$ cat src/rtl/core/aob_pkg.sv
`timescale 1ns / 1ps
`default_nettype none
// ----------------------------------------------------------------------------
// aob_pkg: shared types and constants of the RGBA8 over-blend core
// Channel, weight and divider widths, the stage load vector type and one
// restoring division step used by the quotient pipeline.
// ----------------------------------------------------------------------------
package aob_pkg;

    localparam int unsigned CH_W       = 8;     // color / alpha channel width
    localparam int unsigned NUM_CH     = 3;     // red, green, blue
    localparam int unsigned WGT_W      = 16;    // weight width, up to 255*255
    localparam int unsigned NUM_W      = 24;    // numerator width, up to 255*65025
    localparam int unsigned DIV_STAGES = 4;     // register stages of the divider
    localparam int unsigned DIV_BPS    = 2;     // quotient bits per divider stage

    localparam logic [CH_W-1:0] FULL_SCALE = 8'd255;

    typedef logic [CH_W-1:0]               t_chan;
    typedef logic [NUM_CH-1:0][CH_W-1:0]   t_rgb;
    typedef logic [NUM_CH-1:0][NUM_W-1:0]  t_rgb_num;
    typedef logic [WGT_W-1:0]              t_wgt;
    typedef logic [DIV_STAGES-1:0]         t_div_ld;

    // One restoring step: compare against the shifted divisor and subtract.
    // Result is {quotient bit, new remainder}.
    function automatic logic [NUM_W:0] div_bit(
        input logic [NUM_W-1:0] rem,
        input logic [WGT_W-1:0] den,
        input int unsigned      sh
    );
        logic [NUM_W-1:0] d;
        d = NUM_W'(den) << sh;
        if (rem >= d) begin
            return {1'b1, rem - d};
        end
        return {1'b0, rem};
    endfunction

endpackage

`default_nettype wire

$ cat src/rtl/core/aob_weight.sv
`timescale 1ns / 1ps
`default_nettype none
// ----------------------------------------------------------------------------
// aob_weight: first pipeline stage, blend weights
// Registers the destination and source weights and the channel pair. In flag
// mode the weights pick one side with unit weight so the divider passes it.
// ----------------------------------------------------------------------------
module aob_weight (
    input  wire logic          i_clk,
    input  wire logic          i_ld,
    input  wire aob_pkg::t_rgb i_dst,
    input  wire aob_pkg::t_chan i_dst_alpha,
    input  wire logic          i_dst_true,
    input  wire aob_pkg::t_rgb i_src,
    input  wire aob_pkg::t_chan i_src_alpha,
    input  wire logic          i_src_true,
    output aob_pkg::t_wgt      o_wd,
    output aob_pkg::t_wgt      o_ws,
    output aob_pkg::t_rgb      o_cd,
    output aob_pkg::t_rgb      o_cs,
    output logic               o_tc,
    output logic               o_sa_nz
);

    aob_pkg::t_wgt n_wd;
    aob_pkg::t_wgt n_ws;
    logic          n_tc;
    logic          n_sa_nz;
    aob_pkg::t_wgt r_wd;
    aob_pkg::t_wgt r_ws;
    aob_pkg::t_rgb r_cd;
    aob_pkg::t_rgb r_cs;
    logic          r_tc;
    logic          r_sa_nz;

    // Pick the weights: true-color over blend, or unit weight on one side
    always_comb begin
        n_tc    = i_dst_true & i_src_true;
        n_sa_nz = (i_src_alpha != '0);
        if (n_tc) begin
            n_wd = aob_pkg::WGT_W'(i_dst_alpha) * aob_pkg::WGT_W'(aob_pkg::FULL_SCALE);
            n_ws = aob_pkg::WGT_W'(i_src_alpha)
                 * aob_pkg::WGT_W'(aob_pkg::FULL_SCALE - i_dst_alpha);
        end else begin
            n_wd = aob_pkg::WGT_W'(!n_sa_nz);
            n_ws = aob_pkg::WGT_W'(n_sa_nz);
        end
    end

    // Advance the stage
    always_ff @(posedge i_clk) begin
        if (i_ld) begin
            r_wd    <= n_wd;
            r_ws    <= n_ws;
            r_cd    <= i_dst;
            r_cs    <= i_src;
            r_tc    <= n_tc;
            r_sa_nz <= n_sa_nz;
        end
    end

    assign o_wd    = r_wd;
    assign o_ws    = r_ws;
    assign o_cd    = r_cd;
    assign o_cs    = r_cs;
    assign o_tc    = r_tc;
    assign o_sa_nz = r_sa_nz;

endmodule

`default_nettype wire

$ cat src/rtl/core/aob_mix.sv
`timescale 1ns / 1ps
`default_nettype none
// ----------------------------------------------------------------------------
// aob_mix: second pipeline stage, weighted sums and alpha
// Forms the three weighted channel sums, the divisor (forced nonzero, since a
// zero divisor only comes with a zero numerator) and the result alpha.
// ----------------------------------------------------------------------------
module aob_mix (
    input  wire logic            i_clk,
    input  wire logic            i_ld,
    input  wire aob_pkg::t_wgt   i_wd,
    input  wire aob_pkg::t_wgt   i_ws,
    input  wire aob_pkg::t_rgb   i_cd,
    input  wire aob_pkg::t_rgb   i_cs,
    input  wire logic            i_tc,
    input  wire logic            i_sa_nz,
    output aob_pkg::t_rgb_num    o_num,
    output aob_pkg::t_wgt        o_den,
    output aob_pkg::t_chan       o_alpha
);

    aob_pkg::t_rgb_num        n_num;
    aob_pkg::t_wgt            n_w;
    aob_pkg::t_wgt            n_den;
    logic [aob_pkg::WGT_W:0]  n_div255;
    aob_pkg::t_chan           n_alpha;
    aob_pkg::t_rgb_num        r_num;
    aob_pkg::t_wgt            r_den;
    aob_pkg::t_chan           r_alpha;

    // Weighted sum per channel
    always_comb begin
        for (int c = 0; c < aob_pkg::NUM_CH; c++) begin
            n_num[c] = aob_pkg::NUM_W'(i_cd[c]) * aob_pkg::NUM_W'(i_wd)
                     + aob_pkg::NUM_W'(i_cs[c]) * aob_pkg::NUM_W'(i_ws);
        end
    end

    // Divisor and alpha; w/255 as (w + 1 + (w >> 8)) >> 8, exact below 65535
    always_comb begin
        n_w      = i_wd + i_ws;
        n_den    = (n_w == '0) ? aob_pkg::WGT_W'(1) : n_w;
        n_div255 = (aob_pkg::WGT_W + 1)'(n_w) + (aob_pkg::WGT_W + 1)'(1)
                 + (aob_pkg::WGT_W + 1)'(n_w >> aob_pkg::CH_W);
        if (i_tc) begin
            n_alpha = n_div255[aob_pkg::CH_W +: aob_pkg::CH_W];
        end else begin
            n_alpha = aob_pkg::CH_W'(i_sa_nz);
        end
    end

    // Advance the stage
    always_ff @(posedge i_clk) begin
        if (i_ld) begin
            r_num   <= n_num;
            r_den   <= n_den;
            r_alpha <= n_alpha;
        end
    end

    assign o_num   = r_num;
    assign o_den   = r_den;
    assign o_alpha = r_alpha;

endmodule

`default_nettype wire

$ cat src/rtl/core/aob_div.sv
`timescale 1ns / 1ps
`default_nettype none
// ----------------------------------------------------------------------------
// aob_div: pipelined restoring divider, three channels
// Each register stage resolves two quotient bits for every channel against a
// shared divisor. The quotient is known to fit in eight bits.
// ----------------------------------------------------------------------------
module aob_div (
    input  wire logic              i_clk,
    input  wire aob_pkg::t_div_ld  i_ld,
    input  wire aob_pkg::t_rgb_num i_num,
    input  wire aob_pkg::t_wgt     i_den,
    output aob_pkg::t_rgb          o_quo
);

    localparam int unsigned NS = aob_pkg::DIV_STAGES;

    aob_pkg::t_rgb_num r_rem [NS];
    aob_pkg::t_rgb     r_quo [NS];
    aob_pkg::t_wgt     r_den [NS];

    for (genvar s = 0; s < NS; s++) begin : g_stage
        localparam int unsigned K_HI = aob_pkg::CH_W - 1 - s * aob_pkg::DIV_BPS;
        localparam int unsigned K_LO = K_HI - 1;

        aob_pkg::t_rgb_num     rem_in;
        aob_pkg::t_rgb         quo_in;
        aob_pkg::t_wgt         den_in;
        aob_pkg::t_rgb_num     n_rem;
        aob_pkg::t_rgb         n_quo;
        logic [aob_pkg::NUM_W:0] step_hi;
        logic [aob_pkg::NUM_W:0] step_lo;

        // Select the stage input
        if (s == 0) begin : g_first
            assign rem_in = i_num;
            assign quo_in = '0;
            assign den_in = i_den;
        end else begin : g_next
            assign rem_in = r_rem[s-1];
            assign quo_in = r_quo[s-1];
            assign den_in = r_den[s-1];
        end

        // Resolve two quotient bits per channel
        always_comb begin
            n_rem   = rem_in;
            n_quo   = quo_in;
            step_hi = '0;
            step_lo = '0;
            for (int c = 0; c < aob_pkg::NUM_CH; c++) begin
                step_hi         = aob_pkg::div_bit(rem_in[c], den_in, K_HI);
                step_lo         = aob_pkg::div_bit(step_hi[aob_pkg::NUM_W-1:0],
                                                   den_in, K_LO);
                n_quo[c][K_HI]  = step_hi[aob_pkg::NUM_W];
                n_quo[c][K_LO]  = step_lo[aob_pkg::NUM_W];
                n_rem[c]        = step_lo[aob_pkg::NUM_W-1:0];
            end
        end

        // Advance the stage
        always_ff @(posedge i_clk) begin
            if (i_ld[s]) begin
                r_rem[s] <= n_rem;
                r_quo[s] <= n_quo;
                r_den[s] <= den_in;
            end
        end
    end

    assign o_quo = r_quo[NS-1];

endmodule

`default_nettype wire

$ cat src/rtl/core/alpha_over_blend_rgba8_core.sv
`timescale 1ns / 1ps
`default_nettype none
// Throughput: one pixel per clock while i_stall is low; the six pipeline
// register stages (weights, weighted sums, four two-bit divider stages) each
// hold one request.
// A stall on the output fills bubbles first, then backs up stage by stage.
// Reset clears the stage valid bits only; payload registers are not reset.
// ----------------------------------------------------------------------------
// alpha_over_blend_rgba8_core: RGBA8 over compositing, destination on top
// Exact integer over blend when both pixels are true color, flag-mode source
// replace otherwise. Valid/stall on both sides, valid bits ride with the data.
// ----------------------------------------------------------------------------
module alpha_over_blend_rgba8_core (
    input  wire logic  i_clk,
    input  wire logic  i_rst_n,
    input  wire logic  i_valid,
    output logic       o_stall,
    input  wire logic [7:0] i_dst_red,
    input  wire logic [7:0] i_dst_green,
    input  wire logic [7:0] i_dst_blue,
    input  wire logic [7:0] i_dst_alpha,
    input  wire logic       i_dst_true,
    input  wire logic [7:0] i_src_red,
    input  wire logic [7:0] i_src_green,
    input  wire logic [7:0] i_src_blue,
    input  wire logic [7:0] i_src_alpha,
    input  wire logic       i_src_true,
    output logic       o_valid,
    input  wire logic  i_stall,
    output logic [7:0] o_out_red,
    output logic [7:0] o_out_green,
    output logic [7:0] o_out_blue,
    output logic [7:0] o_out_alpha
);

    localparam int unsigned NSTG = 2 + aob_pkg::DIV_STAGES;

    logic [NSTG-1:0]   r_vld;
    logic [NSTG-1:0]   ld;
    aob_pkg::t_chan    r_alpha [2:NSTG-1];

    aob_pkg::t_rgb     w_dst;
    aob_pkg::t_rgb     w_src;
    aob_pkg::t_wgt     w_wd;
    aob_pkg::t_wgt     w_ws;
    aob_pkg::t_rgb     w_cd;
    aob_pkg::t_rgb     w_cs;
    logic              w_tc;
    logic              w_sa_nz;
    aob_pkg::t_rgb_num w_num;
    aob_pkg::t_wgt     w_den;
    aob_pkg::t_chan    w_alpha;
    aob_pkg::t_rgb     w_quo;

    // Stage loads: a stage takes new data when empty or when it moves on
    always_comb begin
        ld[NSTG-1] = !r_vld[NSTG-1] || !i_stall;
        for (int k = NSTG - 2; k >= 0; k--) begin
            ld[k] = !r_vld[k] || ld[k+1];
        end
    end

    assign o_stall = !ld[0];
    assign o_valid = r_vld[NSTG-1];

    // Advance the valid bits
    always_ff @(posedge i_clk) begin
        if (!i_rst_n) begin
            r_vld <= '0;
        end else begin
            if (ld[0]) begin
                r_vld[0] <= i_valid;
            end
            for (int k = 1; k < NSTG; k++) begin
                if (ld[k]) begin
                    r_vld[k] <= r_vld[k-1];
                end
            end
        end
    end

    assign w_dst = {i_dst_blue, i_dst_green, i_dst_red};
    assign w_src = {i_src_blue, i_src_green, i_src_red};

    aob_weight u_weight (
        .i_clk       (i_clk),
        .i_ld        (ld[0]),
        .i_dst       (w_dst),
        .i_dst_alpha (i_dst_alpha),
        .i_dst_true  (i_dst_true),
        .i_src       (w_src),
        .i_src_alpha (i_src_alpha),
        .i_src_true  (i_src_true),
        .o_wd        (w_wd),
        .o_ws        (w_ws),
        .o_cd        (w_cd),
        .o_cs        (w_cs),
        .o_tc        (w_tc),
        .o_sa_nz     (w_sa_nz)
    );

    aob_mix u_mix (
        .i_clk   (i_clk),
        .i_ld    (ld[1]),
        .i_wd    (w_wd),
        .i_ws    (w_ws),
        .i_cd    (w_cd),
        .i_cs    (w_cs),
        .i_tc    (w_tc),
        .i_sa_nz (w_sa_nz),
        .o_num   (w_num),
        .o_den   (w_den),
        .o_alpha (w_alpha)
    );

    aob_div u_div (
        .i_clk (i_clk),
        .i_ld  (ld[NSTG-1:2]),
        .i_num (w_num),
        .i_den (w_den),
        .o_quo (w_quo)
    );

    // Carry alpha alongside the divider stages
    always_ff @(posedge i_clk) begin
        if (ld[2]) begin
            r_alpha[2] <= w_alpha;
        end
        for (int k = 3; k < NSTG; k++) begin
            if (ld[k]) begin
                r_alpha[k] <= r_alpha[k-1];
            end
        end
    end

    assign o_out_red   = w_quo[0];
    assign o_out_green = w_quo[1];
    assign o_out_blue  = w_quo[2];
    assign o_out_alpha = r_alpha[NSTG-1];

    // Backpressure reaches the input only when every stage holds a request
    a_stall_full: assert property (@(posedge i_clk) disable iff (!i_rst_n)
        o_stall |-> (&r_vld))
        else $error("input stalled while a pipeline stage is empty");

    // A request leaving the weight stage lands in the sum stage
    a_stage_move: assert property (@(posedge i_clk) disable iff (!i_rst_n)
        (r_vld[0] && ld[1]) |=> r_vld[1])
        else $error("request lost between weight and sum stages");

    // The divider never sees a zero divisor
    a_den_nz: assert property (@(posedge i_clk) disable iff (!i_rst_n)
        r_vld[1] |-> (w_den != '0))
        else $error("zero divisor entered the divider");

    // A result held under stall stays in the last stage, unchanged
    a_out_hold: assert property (@(posedge i_clk) disable iff (!i_rst_n)
        (o_valid && i_stall) |=> (o_valid && $stable(w_quo) && $stable(o_out_alpha)))
        else $error("stalled result dropped or changed in the output stage");

endmodule

`default_nettype wire
$ cat config.mk
export PLATFORM = sky130hd
export DESIGN_NAME = alpha_over_blend_rgba8_core
export DESIGN_NICKNAME = d
export VERILOG_FILES = /design/src/rtl/core/aob_pkg.sv /design/src/rtl/core/aob_weight.sv /design/src/rtl/core/aob_mix.sv /design/src/rtl/core/aob_div.sv /design/src/rtl/core/alpha_over_blend_rgba8_core.sv
export SDC_FILE = /design/constraint.sdc
export NUM_CORES = 2
export LEC_CHECK = 0
export BUFFER_PORTS_ARGS = -buffer_cell sky130_fd_sc_hd__buf_2
export CORE_MARGIN = 3
export CORE_UTILIZATION = 59
export DETAILED_ROUTE_END_ITERATION = 10
export GPL_ROUTABILITY_DRIVEN = 0
export HOLD_SLACK_MARGIN = 0.06
export PLACE_DENSITY_LB_ADDON = 0.2
export SETUP_SLACK_MARGIN = 0.2
export SLEW_MARGIN = 25
export SYNTH_ARGS = -nofsm -noshare
export SYNTH_HDL_FRONTEND = slang
export SYNTH_SLANG_ARGS = --single-unit
$ cat constraint.sdc
create_clock -name i_clk -period 7.5 [get_ports i_clk]
set_clock_uncertainty 0.1 [all_clocks]
set_input_delay 0.75 -clock i_clk [delete_from_list [all_inputs] [get_ports i_clk]]
set_output_delay 0.75 -clock i_clk [all_outputs]
set_load 0.01 [all_outputs]
==> flow_summary.ini <==
[critical_path]
reg2reg_depth = 19
crit_path_start = u_weight.o_wd[6]
path_cells = nand2_1, fa_1, inv_1, fa_1, fa_1, fa_1, fa_1, inv_1, fa_1, inv_1, ha_1, or2_2, a21oi_1, nor2_1, a21oi_1, o311ai_0, a21o_1, a21oi_1, xnor2_1
timing.rr.start = u_weight.o_wd[6]
timing.critical_path.to_type = register
critical_path.startpoint_type = register
path_common_cell = fa_1
rrSetupSlack_ns = 0.62
cp_data_arrival_time_ns = 7.18
criticalPathCategory = reg -> reg
reg2reg_to = u_mix.o_num[23]
slowest_stage = edfxtp_1
slowest_delay_ns = 1.04
required_ns = 7.80
path_max_fanout = 22

[sta]
period_minus_slack_ns = 6.88
post-route-period-util_pct = 91.8
final-max-slew-violation-count = 0
clock.fmax_mhz = 145
setup_tns_ns = 0
setup_viol = 0
max-slew-margin-rel_pct = 30.4
tightest_slew_ns = 1.04
finalHoldViolCount = 0
rsz0062_at_grt = no

[finish]
syn_to_final_growth_pct = 7.21
final_layout_size_suffix_gt1_share_pct = 7.67
final_util_pct = 63.8
layout_commonest_cell = inv_1
antenna_cells = 0
final_cell_mix = 1005 x inv_1, 788 x nand2_1, 712 x fa_1, 691 x ha_1, 534 x edfxtp_1
nNetsFinal = 8579
fin_area_um2 = 71900
stdcell_count = 8659

[logic_synthesis]
syn_avg_cell_area_um2 = 9.57
ys_seq_area_share_pct = 24.1
yosysTopAreaCell = edfxtp_1
synth-seq-cells = 540
synth_edf_count = 534
synthFlopType = edfxtp_1
synth_fp_nets = 8481
synth_top_area_share_pct = 23.9
synthArstFlopShare_pct = 0
syn_inst = 7008
synth_area_leaders = edfxtp_1 24%, fa_1 21%, ha_1 13%
netlist_area_um2 = 67100
ys_types = 85
synth_warnings = 0

[drt]
vias = 50300
dr.pass1.iters = 7
detail-route-antenna-nets = 0
drc = 0
initialDrtViolationCount = 3240
drt_wl_total_mm = 168
vias_per_cell = 5.80
wl_per_cell_um = 19.4

[cts]
clockBufferDepth = 3
htreeDepth = 3
worstSkewPairLatency_ns = 0.66
cts_tree = built
cts_root_buffer = clkbuf_16
path_clk_slew_ns = 0.06
numClockSinks = 540
cts_resized = 0
post_cts_buffers = 0
cts_made_buffers = 68
cts_hold_buffers = 0

[grt]
grt_max_degree = 75
track_usage_pct = 29.1
grt.overflow.total = 0
grt_pass1_wl_mm = 271
grt_pass1_vias = 51500
antenna_found_initial = 1

[die]
dieArea_um2 = 118000
fp.dieH_um = 343
ioPinCount = 104
rows = 123
core_um2 = 113000
fp.dieW_um = 343
initial_core_util_pct = 59.5

[flow_run]
maxCapViolations = 0

[placed_design]
dp_cells = 8535
port_buffers = 103
place_area_um2 = 69600
dp.final_hpwl_mm = 135

[worst_hold_path]
hold_start = i_dst_red[3]
hold_path_depth = 1
min_to = u_weight.o_cd[3]
hold_class = in -> reg

[outcome]
status = finished, final reports clean
[layer usage]
metal,vias up,GRT usage [%],share of wire [%]
met2,1596,49.3,48
li1,23800,-,-
met1,24400,35.8,40
met4,0,18.1,7.1
met3,474,3.20,5.2
met5,-,0,0
[how the worst max path moves through the flow]
stage,end,slack [ns],depth (start not counted)
finish,u_mix.o_num[23],0.62,19
detailed placement,u_mix.o_num[23],0.65,20
floorplan,u_mix.o_num[71],1.47,23
global route,u_div.r_rem[1][59],0.30,23
global placement,u_mix.o_num[23],0.82,20
CTS,u_mix.o_num[23],0.64,20
[registers in the layout (all words and copies together) (netlist names)]
register          count
u_div.r_den          48
u_div.r_rem         216
u_div.r_quo          60
u_weight.o_tc         1
r_vld                 6
u_weight.o_ws        16
u_weight.o_cs        24
u_weight.o_sa_nz      1
r_alpha              32
u_mix.o_num          72
u_weight.o_cd        24
u_mix.o_den          16
u_weight.o_wd        16
u_mix.o_alpha         8
[critical path, delay by kind of cell, from the launching register on]
kind                     cells  cell delay (ns)
adder cells (fa/ha/maj)      7             3.33
AO/OA/AOI/OAI                5             1.29
flip-flops                   1             1.04
AND/OR/NAND/NOR              3             0.61
buffers and inverters        3             0.15
XOR/XNOR                     1             0.09
[Yosys cell counts (7+ instances only)]
master / number
a31o_2: 11
xor2_1: 137
o21bai_1: 44
a31oi_1: 27
o2111ai_1: 7
o41ai_1: 17
xnor2_1: 254
a221oi_1: 9
a211oi_1: 45
buf_2: 14
or4_1: 14
nand3_1: 73
or3_1: 35
o211ai_1: 18
nand4_1: 65
a21boi_0: 17
o31a_1: 11
or2_2: 30
nor2_1: 297
nor3_1: 99
a21oi_1: 348
and4_1: 12
mux2_2: 154
nand2_1: 791
nor4_1: 35
nand2b_1: 66
and2_1: 373
a2111oi_0: 15
nand3b_1: 14
a21o_1: 180
and3_1: 39
fa_1: 712
buf_4: 9
nand4b_1: 10
inv_1: 1007
o31ai_1: 38
o21a_1: 57
mux2i_1: 33
a211o_1: 11
ha_1: 691
nor3b_1: 8
clkbuf_1: 157
edfxtp_1: 534
o21ai_0: 284
nor2b_1: 99
[cells by family (layout without fill, tap and decap cells)]
kind of cell	count (synthesis)	in the layout	synth area share [%]
xor+xnor	391	391	5.11
compound gates	1209	1209	11.5
simple gates	2076	2076	15.3
buf+inv	1202	1353	6.83
fa+ha+maj	1403	1403	34.1
flops	540	540	24.1
mux	187	187	3.08
[metrics by stage]
stage          setup WS [ns]  hold slack, ns
4_1_cts                0.635           0.119
5_1_grt                0.298           0.144
6_report               0.618           0.162
3_5_place_dp           0.648           0.305
3_3_place_gp           0.823           0.302
2_1_floorplan           1.47           0.300
[layout make-up]
type	instances	area (µm²)
flip-flops and latches	540	16200
well taps	1500	1880
fillers	9263	40800
inverters	1014	3810
clock inverters	46	529
repair buffers	216	1370
multi-input cells	5266	46400
clock buffers	77	1750
Power is left out: the tool's default activity adds up to more than one toggle a clock period on the data nets, which glitch-free logic cannot reach.
